[src/hdl/apic_pkg.sv]
`timescale 1ns / 1ps
`default_nettype none

package apic_pkg;

  // section codes carried with every result
  localparam logic [3:0] SEC_HEADER   = 4'd0;
  localparam logic [3:0] SEC_ENCODING = 4'd1;
  localparam logic [3:0] SEC_MIME     = 4'd2;
  localparam logic [3:0] SEC_MIME_END = 4'd3;
  localparam logic [3:0] SEC_TYPE     = 4'd4;
  localparam logic [3:0] SEC_DESC     = 4'd5;
  localparam logic [3:0] SEC_DESC_END = 4'd6;
  localparam logic [3:0] SEC_PICTURE  = 4'd7;
  localparam logic [3:0] SEC_DISCARD  = 4'd8;

  // status codes reported on the last result of a frame
  localparam logic [2:0] ST_OK           = 3'd0;
  localparam logic [2:0] ST_TOO_SHORT    = 3'd1;
  localparam logic [2:0] ST_NO_MIME_END  = 3'd2;
  localparam logic [2:0] ST_MIME_BAD     = 3'd3;
  localparam logic [2:0] ST_NO_TYPE      = 3'd4;
  localparam logic [2:0] ST_NO_DESC_END  = 3'd5;

  localparam logic [3:0] HEADER_BYTES_RESET = 4'd10;
  localparam logic [7:0] KIND_MAX           = 8'd20;
  localparam int         MIME_COUNT         = 4;

  // allowed mime strings, left aligned in 10 characters
  localparam logic [79:0] MIME_PNG        = {"png", 56'd0};
  localparam logic [79:0] MIME_JPEG       = {"jpeg", 48'd0};
  localparam logic [79:0] MIME_IMAGE_PNG  = {"image/png", 8'd0};
  localparam logic [79:0] MIME_IMAGE_JPEG = "image/jpeg";

  typedef struct packed {
    logic [7:0] data_byte;
    logic       frame_end;
  } byte_item_t;

  typedef struct packed {
    logic [7:0] byte_out;
    logic [3:0] section;
    logic [4:0] picture_kind;
    logic       wide_text;
    logic       last_result;
    logic [2:0] status;
  } result_t;

  // length of an allowed mime string
  function automatic logic [3:0] mime_len(input logic [1:0] c);
    logic [3:0] len;
    unique case (c)
      2'd0:    len = 4'd3;
      2'd1:    len = 4'd4;
      2'd2:    len = 4'd9;
      default: len = 4'd10;
    endcase
    return len;
  endfunction

  // character at a position of an allowed mime string, zero past the end
  function automatic logic [7:0] mime_char(input logic [1:0] c, input logic [3:0] idx);
    logic [79:0] str;
    logic [6:0]  pos;
    unique case (c)
      2'd0:    str = MIME_PNG;
      2'd1:    str = MIME_JPEG;
      2'd2:    str = MIME_IMAGE_PNG;
      default: str = MIME_IMAGE_JPEG;
    endcase
    if (idx > 4'd9) begin
      return 8'd0;
    end
    pos = 7'd79 - {idx, 3'b000};
    return str[pos -: 8];
  endfunction

endpackage

`default_nettype wire

[src/hdl/attached_picture_frame_parser.sv]
`timescale 1ns / 1ps
`default_nettype none

// Attached-picture frame parser: tags each frame byte with its section and
// reports frame status on the final result. One byte is taken per cycle and
// its first result can leave on the cycle after it is taken. A held wide zero
// yields nothing on its own and two results when its partner arrives. The
// three-entry output queue takes a byte whenever at most one result remains
// after the current output transaction, so with a consumer that is always
// ready a byte is taken every cycle; the input only waits while the consumer
// stalls and results back up. The user must write header_bytes through the
// cfg channel only while no frame is in flight; the block does not enforce it.
module attached_picture_frame_parser
  import apic_pkg::*;
(
  input  wire logic       clk,
  input  wire logic       rst,
  input  wire logic       byte_valid,
  output logic            byte_ready,
  input  wire byte_item_t byte_item,
  output logic            result_valid,
  input  wire logic       result_ready,
  output result_t         result_item,
  input  wire logic       cfg_valid,
  output logic            cfg_ready,
  input  wire logic [3:0] cfg_data
);

  logic       accept;
  logic [1:0] push_count;
  result_t    first;
  result_t    second;

  assign cfg_ready = 1'b1;
  assign accept    = byte_valid && byte_ready;

  // per-byte classification and frame state
  apic_classify u_classify (
    .clk        (clk),
    .rst        (rst),
    .cfg_write  (cfg_valid),
    .cfg_data   (cfg_data),
    .accept     (accept),
    .item       (byte_item),
    .push_count (push_count),
    .first      (first),
    .second     (second)
  );

  // result queue toward the consumer
  apic_out_queue u_out_queue (
    .clk        (clk),
    .rst        (rst),
    .push_count (push_count),
    .first      (first),
    .second     (second),
    .room       (byte_ready),
    .valid      (result_valid),
    .ready      (result_ready),
    .head       (result_item)
  );

endmodule

`default_nettype wire

[src/hdl/apic_classify.sv]
`timescale 1ns / 1ps
`default_nettype none

module apic_classify
  import apic_pkg::*;
(
  input  wire logic       clk,
  input  wire logic       rst,
  input  wire logic       cfg_write,
  input  wire logic [3:0] cfg_data,
  input  wire logic       accept,
  input  wire byte_item_t item,
  output logic [1:0]      push_count,
  output result_t         first,
  output result_t         second
);

  logic [3:0] header_bytes;
  logic [3:0] current_section;
  logic [3:0] header_count;
  logic [3:0] mime_length;
  logic [3:0] mime_match;
  logic       wide_flag;
  logic       pair_phase;
  logic       pending_zero;
  logic [2:0] error_code;
  logic [4:0] kind_held;

  logic [3:0] current_section_next;
  logic [3:0] header_count_next;
  logic [3:0] mime_length_next;
  logic [3:0] mime_match_next;
  logic       wide_flag_next;
  logic       pair_phase_next;
  logic       pending_zero_next;
  logic [2:0] error_code_next;
  logic [4:0] kind_held_next;

  logic [7:0] b;
  logic       mime_ok;
  logic [7:0] byte0;
  logic [7:0] byte1;
  logic [3:0] sec0;
  logic [3:0] sec1;
  logic [2:0] st;
  logic [1:0] n;

  assign b = item.data_byte;

  // terminated mime text equals one of the allowed strings
  always_comb begin
    mime_ok = 1'b0;
    for (int c = 0; c < MIME_COUNT; c++) begin
      if (mime_match[c] && mime_len(2'(c)) == mime_length) begin
        mime_ok = 1'b1;
      end
    end
  end

  // section walk for one byte
  always_comb begin
    current_section_next = current_section;
    header_count_next    = header_count;
    mime_length_next     = mime_length;
    mime_match_next      = mime_match;
    wide_flag_next       = wide_flag;
    pair_phase_next      = pair_phase;
    pending_zero_next    = pending_zero;
    error_code_next      = error_code;
    kind_held_next       = kind_held;
    byte0 = b;
    byte1 = b;
    sec0  = SEC_DISCARD;
    sec1  = SEC_DISCARD;
    st    = ST_OK;
    n     = 2'd1;
    unique case (current_section)
      SEC_HEADER: begin
        if (header_count < header_bytes) begin
          header_count_next = header_count + 4'd1;
          sec0 = SEC_HEADER;
          st   = ST_TOO_SHORT;
        end else begin
          wide_flag_next       = (b == 8'd1) || (b == 8'd2);
          sec0                 = SEC_ENCODING;
          current_section_next = SEC_MIME;
          st                   = ST_NO_MIME_END;
        end
      end
      SEC_MIME: begin
        if (b != 8'd0) begin
          for (int c = 0; c < MIME_COUNT; c++) begin
            if (mime_length >= mime_len(2'(c)) || mime_char(2'(c), mime_length) != b) begin
              mime_match_next[c] = 1'b0;
            end
          end
          if (mime_length != 4'd15) begin
            mime_length_next = mime_length + 4'd1;
          end
          sec0 = SEC_MIME;
          st   = ST_NO_MIME_END;
        end else begin
          sec0 = SEC_MIME_END;
          if (mime_ok) begin
            current_section_next = SEC_TYPE;
            st = ST_NO_TYPE;
          end else begin
            error_code_next      = ST_MIME_BAD;
            current_section_next = SEC_DISCARD;
            st = ST_MIME_BAD;
          end
        end
      end
      SEC_TYPE: begin
        kind_held_next       = (b >= 8'd1 && b <= KIND_MAX) ? b[4:0] : 5'd0;
        sec0                 = SEC_TYPE;
        current_section_next = SEC_DESC;
        pair_phase_next      = 1'b0;
        pending_zero_next    = 1'b0;
        st                   = ST_NO_DESC_END;
      end
      SEC_DESC: begin
        st = ST_NO_DESC_END;
        if (!wide_flag) begin
          if (b == 8'd0) begin
            sec0 = SEC_DESC_END;
            current_section_next = SEC_PICTURE;
            st = ST_OK;
          end else begin
            sec0 = SEC_DESC;
          end
        end else if (!pair_phase) begin
          pair_phase_next = 1'b1;
          if (b == 8'd0 && !item.frame_end) begin
            // hold the zero until its partner shows up
            pending_zero_next = 1'b1;
            n = 2'd0;
          end else begin
            sec0 = SEC_DESC;
          end
        end else begin
          pair_phase_next = 1'b0;
          if (pending_zero) begin
            byte0 = 8'd0;
            pending_zero_next = 1'b0;
            n = 2'd2;
            if (b == 8'd0) begin
              sec0 = SEC_DESC_END;
              sec1 = SEC_DESC_END;
              current_section_next = SEC_PICTURE;
              st = ST_OK;
            end else begin
              sec0 = SEC_DESC;
              sec1 = SEC_DESC;
            end
          end else begin
            sec0 = SEC_DESC;
          end
        end
      end
      SEC_PICTURE: begin
        sec0 = SEC_PICTURE;
        st   = ST_OK;
      end
      default: begin
        sec0 = SEC_DISCARD;
        st   = error_code;
      end
    endcase
  end

  // result fields, tagged last and status at frame end
  always_comb begin
    first.byte_out     = byte0;
    first.section      = sec0;
    first.picture_kind = kind_held_next;
    first.wide_text    = wide_flag_next;
    first.last_result  = 1'b0;
    first.status       = ST_OK;
    second.byte_out     = byte1;
    second.section      = sec1;
    second.picture_kind = kind_held_next;
    second.wide_text    = wide_flag_next;
    second.last_result  = 1'b0;
    second.status       = ST_OK;
    if (item.frame_end) begin
      if (n == 2'd2) begin
        second.last_result = 1'b1;
        second.status      = st;
      end else begin
        first.last_result = 1'b1;
        first.status      = st;
      end
    end
  end

  assign push_count = accept ? n : 2'd0;

  // frame state and header length register
  always_ff @(posedge clk) begin
    if (rst) begin
      header_bytes    <= HEADER_BYTES_RESET;
      current_section <= SEC_HEADER;
      header_count    <= 4'd0;
      mime_length     <= 4'd0;
      mime_match      <= 4'hF;
      wide_flag       <= 1'b0;
      pair_phase      <= 1'b0;
      pending_zero    <= 1'b0;
      error_code      <= ST_OK;
      kind_held       <= 5'd0;
    end else begin
      if (cfg_write) begin
        header_bytes <= cfg_data;
      end
      if (accept) begin
        if (item.frame_end) begin
          current_section <= SEC_HEADER;
          header_count    <= 4'd0;
          mime_length     <= 4'd0;
          mime_match      <= 4'hF;
          wide_flag       <= 1'b0;
          pair_phase      <= 1'b0;
          pending_zero    <= 1'b0;
          error_code      <= ST_OK;
          kind_held       <= 5'd0;
        end else begin
          current_section <= current_section_next;
          header_count    <= header_count_next;
          mime_length     <= mime_length_next;
          mime_match      <= mime_match_next;
          wide_flag       <= wide_flag_next;
          pair_phase      <= pair_phase_next;
          pending_zero    <= pending_zero_next;
          error_code      <= error_code_next;
          kind_held       <= kind_held_next;
        end
      end
    end
  end

endmodule

`default_nettype wire

[src/hdl/apic_out_queue.sv]
`timescale 1ns / 1ps
`default_nettype none

module apic_out_queue
  import apic_pkg::*;
(
  input  wire logic       clk,
  input  wire logic       rst,
  input  wire logic [1:0] push_count,
  input  wire result_t    first,
  input  wire result_t    second,
  output logic            room,
  output logic            valid,
  input  wire logic       ready,
  output result_t         head
);

  result_t    q [3];
  result_t    q_next [3];
  logic [1:0] count;
  logic [1:0] count_next;
  logic [1:0] base;
  logic       pop;

  assign valid = (count != 2'd0);
  assign pop   = valid && ready;
  assign head  = q[0];
  // room for two results once the head transaction leaves
  assign room  = (base < 2'd2);

  // shift out the head, append new results behind what remains
  always_comb begin
    q_next = q;
    if (pop) begin
      q_next[0] = q[1];
      q_next[1] = q[2];
    end
    base = count - {1'b0, pop};
    if (push_count != 2'd0) begin
      q_next[base] = first;
    end
    if (push_count == 2'd2) begin
      q_next[base + 2'd1] = second;
    end
    count_next = base + push_count;
  end

  always_ff @(posedge clk) begin
    if (rst) begin
      count <= 2'd0;
    end else begin
      count <= count_next;
    end
  end

  always_ff @(posedge clk) begin
    q <= q_next;
  end

endmodule

`default_nettype wire

[config.mk]
export PLATFORM = sky130hd
export DESIGN_NAME = attached_picture_frame_parser
export DESIGN_NICKNAME = d
export VERILOG_FILES = /design/src/hdl/apic_pkg.sv /design/src/hdl/attached_picture_frame_parser.sv /design/src/hdl/apic_classify.sv /design/src/hdl/apic_out_queue.sv
export SDC_FILE = /design/constraint.sdc
export NUM_CORES = 1
export LEC_CHECK = 0
export BUFFER_PORTS_ARGS = -buffer_cell sky130_fd_sc_hd__buf_2
export CAP_MARGIN = 40
export CORE_ASPECT_RATIO = 0.7
export CORE_MARGIN = 2
export CORE_UTILIZATION = 65
export DETAILED_ROUTE_END_ITERATION = 8
export PLACE_DENSITY_LB_ADDON = 0.25
export SYNTH_ARGS = -nofsm -noshare
export SYNTH_HDL_FRONTEND = slang
export SYNTH_SLANG_ARGS = --single-unit
[constraint.sdc]
create_clock -name clk -period 7.32 [get_ports clk]
set_input_delay 1.098 -clock clk [delete_from_list [all_inputs] [get_ports clk]]
set_output_delay 1.098 -clock clk [all_outputs]
set_load 0.01 [all_outputs]
* Word-level counts from Yosys, hierarchy flattened
Index checks and enable logic that the tools add are counted. Widths: inputs -> output; s select.
Cells by class: multiplexer cells 121, add/subtract/negate cells 6, shift operators 4, order comparisons 13, reductions and logical operators 42, equality and inequality tests 25, bitwise logic cells 2
Operator list (number):
- $mux 80 | 8
- $shiftx 87x8->8 | 4
- $mux 4 | 37
- $mux 8 | 17
- $bwmux 66 | 2
- $mux 66 | 2
- $demux 22 s2 | 2
- $mux 22 | 2
- $mux 44 | 1
- $ne 8x8->1 | 4
- $mux 3 | 10
- $reduce_and 4->1 | 7
- $mux 1 | 24
- $reduce_bool 2->1 | 11
- $pmux 4 s5 | 1
- $ge 4x4->1 | 4
- $mux 2 | 8
- $pmux 4 s4 | 1
- $mux 5 | 3
- $pmux 3 s5 | 1
- $eq 4x3->1 const B | 3
- $ne 4x4->1 const B | 3
- $logic_and 1x1->1 | 10
- $add 4x1->4 const B | 2
- 33 further kinds | 46
Word-level totals: word-level logic and storage cells 245, bits in registers 99, output and inout port bits 25, bits of input ports 18

* Depth between registers and ports, before layout
depth in word-level cells 15, gate-level depth with buffers 13, depth with buffers taken out 10

* Cells and area by module
Synthesis repeated with hierarchy kept, for this count alone.
Unflattened totals: cell total of the unflattened synthesis 798, area total of the unflattened synthesis 6548.8 µm²
By module, submodules not included:
- apic_out_queue | area each 3518.4 µm², times used 1, seq. area each 1361.3 µm², cells an instance 391
- apic_classify | area each 3012.9 µm², times used 1, seq. area each 580.6 µm², cells an instance 404
- attached_picture_frame_parser | area each 17.5 µm², times used 1, seq. area each 0.0 µm², cells an instance 3

* Least setup slack after synthesis
Ideal clock, no wire load.
path type input to register, start input port result_ready, end register u_out_queue.count[1], buffers on the path 3, setup slack 3.865 ns, cell stages on the path 12, library setup time 0.128 ns, data arrival time 3.327 ns, required time 7.192 ns, path through nand2_1 > inv_2 > buf_1 > ha_1 > xnor2_1 > nand2_1 > clkbuf_1 > clkbuf_1 > a21oi_1 > ha_1 > xor2_1 > nor2_1
On the way: longest elaborated chain between the ends 6
Ends and longest elaborated chain:
- from (decl) | RTL line attached_picture_frame_parser.sv:22 | input wire logic result_ready,
- $logic_and 1x1->1 | RTL line apic_out_queue.sv:26 | assign pop = valid && ready;
- $sub 2x1->2 | RTL line apic_out_queue.sv:38 | base = count - {1'b0, pop};
- $lt 2x2->1 | RTL line apic_out_queue.sv:29 | assign room = (base < 2'd2);
- via byte_ready | RTL line attached_picture_frame_parser.sv:19 | output logic byte_ready,
- $logic_and 1x1->1 | RTL line attached_picture_frame_parser.sv:35 | assign accept = byte_valid && byte_ready;
- $mux 2 | RTL line apic_classify.sv:197 | assign push_count = accept ? n : 2'd0;
- $add 2x2->2 | RTL line apic_out_queue.sv:45 | count_next = base + push_count;
- to (signal assigned) | RTL line apic_out_queue.sv:52 | count <= count_next;
- to (decl) | RTL line apic_out_queue.sv:20 | logic [1:0] count;
The timed path passes the listed nets, and every way through them passes these cells. A chain may end at the register's enable or synchronous reset.

==> flow_summary.ini <==
[synthesis]
yosys_warnings = 0
synth_cell_types = 74
syn_nets = 693
ys_seq_area_share_pct = 35.13
synthFlopType = dfxtp_1
synth-seq-cells = 97
synth_edf_count = 0
syn_avg_cell_area_sq_um = 8.388
synthCells = 659
syn_area_sq_um = 5528
ys_async_sr_fraction_pct = 0

[global_routing]
track_usage_pct = 28.88
grt_pass1_wl_mm = 21.26
grt_pass1_vias = 4390
grt_max_degree = 36
grt_overflow_total = 0
antenna_found_initial = 0

[setup_path]
cp_cell_sequence = buf_2 -> nand2_1 -> inv_2 -> ha_1 -> xnor2_1 -> nand2_1 -> nor3_2 -> or2_1 -> a21oi_1 -> a311o_1
crit_fanout = 24
cp_slowest_stage_delay_ns = 0.58
startpoint_type = primary input
crit_top_cell = nand2_1
cp_data_arrival_time_ns = 4.33
worst_setup_path_end_kind = register
rr_worst_depth = 10
crit_required_ns = 7.55
critPathKind = primary input to register
crit_slowest_cell = nand2_1

[flow_run]
cap_violations = 0

[layout]
post-route-util_pct = 70.50
fin_nets = 680
final_common_cell = dfxtp_1
drive_gt1_share_pct = 14.90
syn2layout_area_growth_pct = 6.338
n_antenna_cell = 0
mostFrequentLayoutCells = dfxtp_1, nand2_1, nor2_1, buf_2, mux2i_1
num-fill-cells = 637

[min_path]
holdPathStages = 1
min_path_type = register to register

[clock_network]
cts_tree = done
root_buffer = clkbuf_16
ctsHoldBuffers = 0
htreeDepth = 3
cts_sinks = 97
cts_buffers = 9
post_cts_buffers = 0
clock_latency_ns = 0.34
clkTransAtPathRegs_ns = 0.06
clockBufferDepth = 2
cts_resized = 0

[place]
portBuffers = 41
dpl.hpwl_mm = 8.998
routabilityCongestion = 0.9203

[power_and_ir_drop]
p_leak_nw = 2.346
p_per_area_nw_per_um2 = 319.2
max-vdd-ir-drop_mv = 0.2292
p_total_mw = 1.876

[timing]
finalHoldViolations = 0
rsz0062_at_grt = false
drv_slew = 0
skew_ns = 0.006281
fin_crit_sh_pct = 56.05
timing.fmax_ghz = 0.2437
timing.final.crit_period_ns = 4.103
max_slew.worst_pin.slew_ns = 0.9075
setup_viol = 0
slew_headroom_pct = 39.35
finalSetupTns_ns = 0

[die]
initial_core_util_pct = 66.30
core_area_sq_um = 8338
dieArea_sq_um = 9270
die_y_um = 81.16
die_x_um = 114.2
row_count = 28
io-pin-count = 43

[routing]
viasPerCell = 6.216
drt_iter0_drc = 329
totalWireLength_mm = 12.86
drc_errors = 0
firstDrtPassIters = 5
antenna_left = 0
vias = 4699
wire_per_inst_um = 17.01

[outcome]
outcome = complete, no violations
## report_power, final
part / total [mW] / switching [mW] / internal [mW]
Sequential: 0.712 / 0.0729 / 0.639
Clock: 0.545 / 0.207 / 0.338
Combinational: 0.620 / 0.374 / 0.246
Total: 1.88 / 0.653 / 1.22
## critical path, delay by kind of cell
| kind | cells | cell delay (ns) |
|---|---|---|
| simple gates | 4 | 1.96 |
| compound gates | 2 | 0.36 |
| buf+inv | 2 | 0.35 |
| fa+ha+maj | 1 | 0.28 |
| xor+xnor | 1 | 0.27 |
## synth_stat cells (all sizes together), types with 14 or more instances
cell type	n	share of area, %
ha	16	3.6
nand3	27	2.8
dfxtp	97	35
mux2i	38	6.9
nor2	58	4.0
nand2	70	4.8
mux2	14	2.9
a21oi	34	3.1
buf	48	5.5
o21ai	52	4.7
clkbuf	20	1.4
inv	17	1.2
## layout make-up
| type | count | area [sq um] | share of cell area [%] |
|---|---|---|---|
| Tap cell | 105 | 131.4 | 2.235 |
| Clock buffer | 9 | 225.2 | 3.831 |
| Sequential cell | 97 | 1942 | 33.04 |
| Inverter | 17 | 63.81 | 1.086 |
| Clock inverter | 7 | 125.1 | 2.129 |
| Multi-Input combinational cell | 477 | 3143 | 53.47 |
| Timing Repair Buffer | 44 | 247.7 | 4.215 |
## cell families (layout without fill, tap and decap cells)
logic type,count (synthesis),after routing,synth area share (%)
mux,52,52,9.733
other cells,1,1,0.06784
fa+ha+maj,16,16,3.622
compound gates,166,166,20.03
flops,97,97,35.13
xor+xnor,19,19,3.010
buf+inv,85,77,8.013
simple gates,223,223,20.39
## state kept, by name (all words and copies together) (netlist names)
| name | count |
|---|---|
| u_out_queue.q | 44 |
| u_out_queue.head | 22 |
| u_classify.kind_held | 5 |
| u_classify.current_section | 4 |
| u_classify.header_bytes | 4 |
| u_classify.header_count | 4 |
| u_classify.mime_length | 4 |
| u_classify.mime_match | 4 |
| u_out_queue.count | 2 |
| u_classify.error_code | 1 |
| u_classify.pair_phase | 1 |
| u_classify.pending_zero | 1 |
| u_classify.wide_flag | 1 |
## worst paths after layout
path | from | end | slack [ns]
worst max-delay path | result_ready | u_out_queue.q[22]$_DFF_P_ | 3.22
worst min register to register | u_out_queue.q[12]$_DFF_P_ | u_out_queue.q[12]$_DFF_P_ | 0.45
worst min-delay path | u_out_queue.q[12]$_DFF_P_ | u_out_queue.q[12]$_DFF_P_ | 0.45
worst max register to register | u_out_queue.count[0]$_SDFF_PP0_ | u_out_queue.q[22]$_DFF_P_ | 3.45
## per-stage QoR
stage | setup slack, ns | instances | instance area, sq um | hold WS [ns]
after floorplan | 3.865 | 659 | 5528 | 0.4107
after global placement | 2.410 | 738 | 5493 | 0.4220
after detailed placement | 2.950 | 740 | 5528 | 0.4296
after CTS | 3.309 | 756 | 5878 | 0.4481
after global routing | 2.965 | 756 | 5878 | 0.4931
final | 3.217 | 756 | 5878 | 0.4514
## metal layers
layer  GRT usage [%]  wire length, um  part of all wire, %  up-vias
met4           7.683              129                  1.0        0
met2           46.90             5930                   46      181
met1           39.12             5894                   46     2220
li1                -                -                    -     2283
met3           6.642              902                  7.0       15
met5               0                0                    0        -
Power figures use the tool's default switching activity.
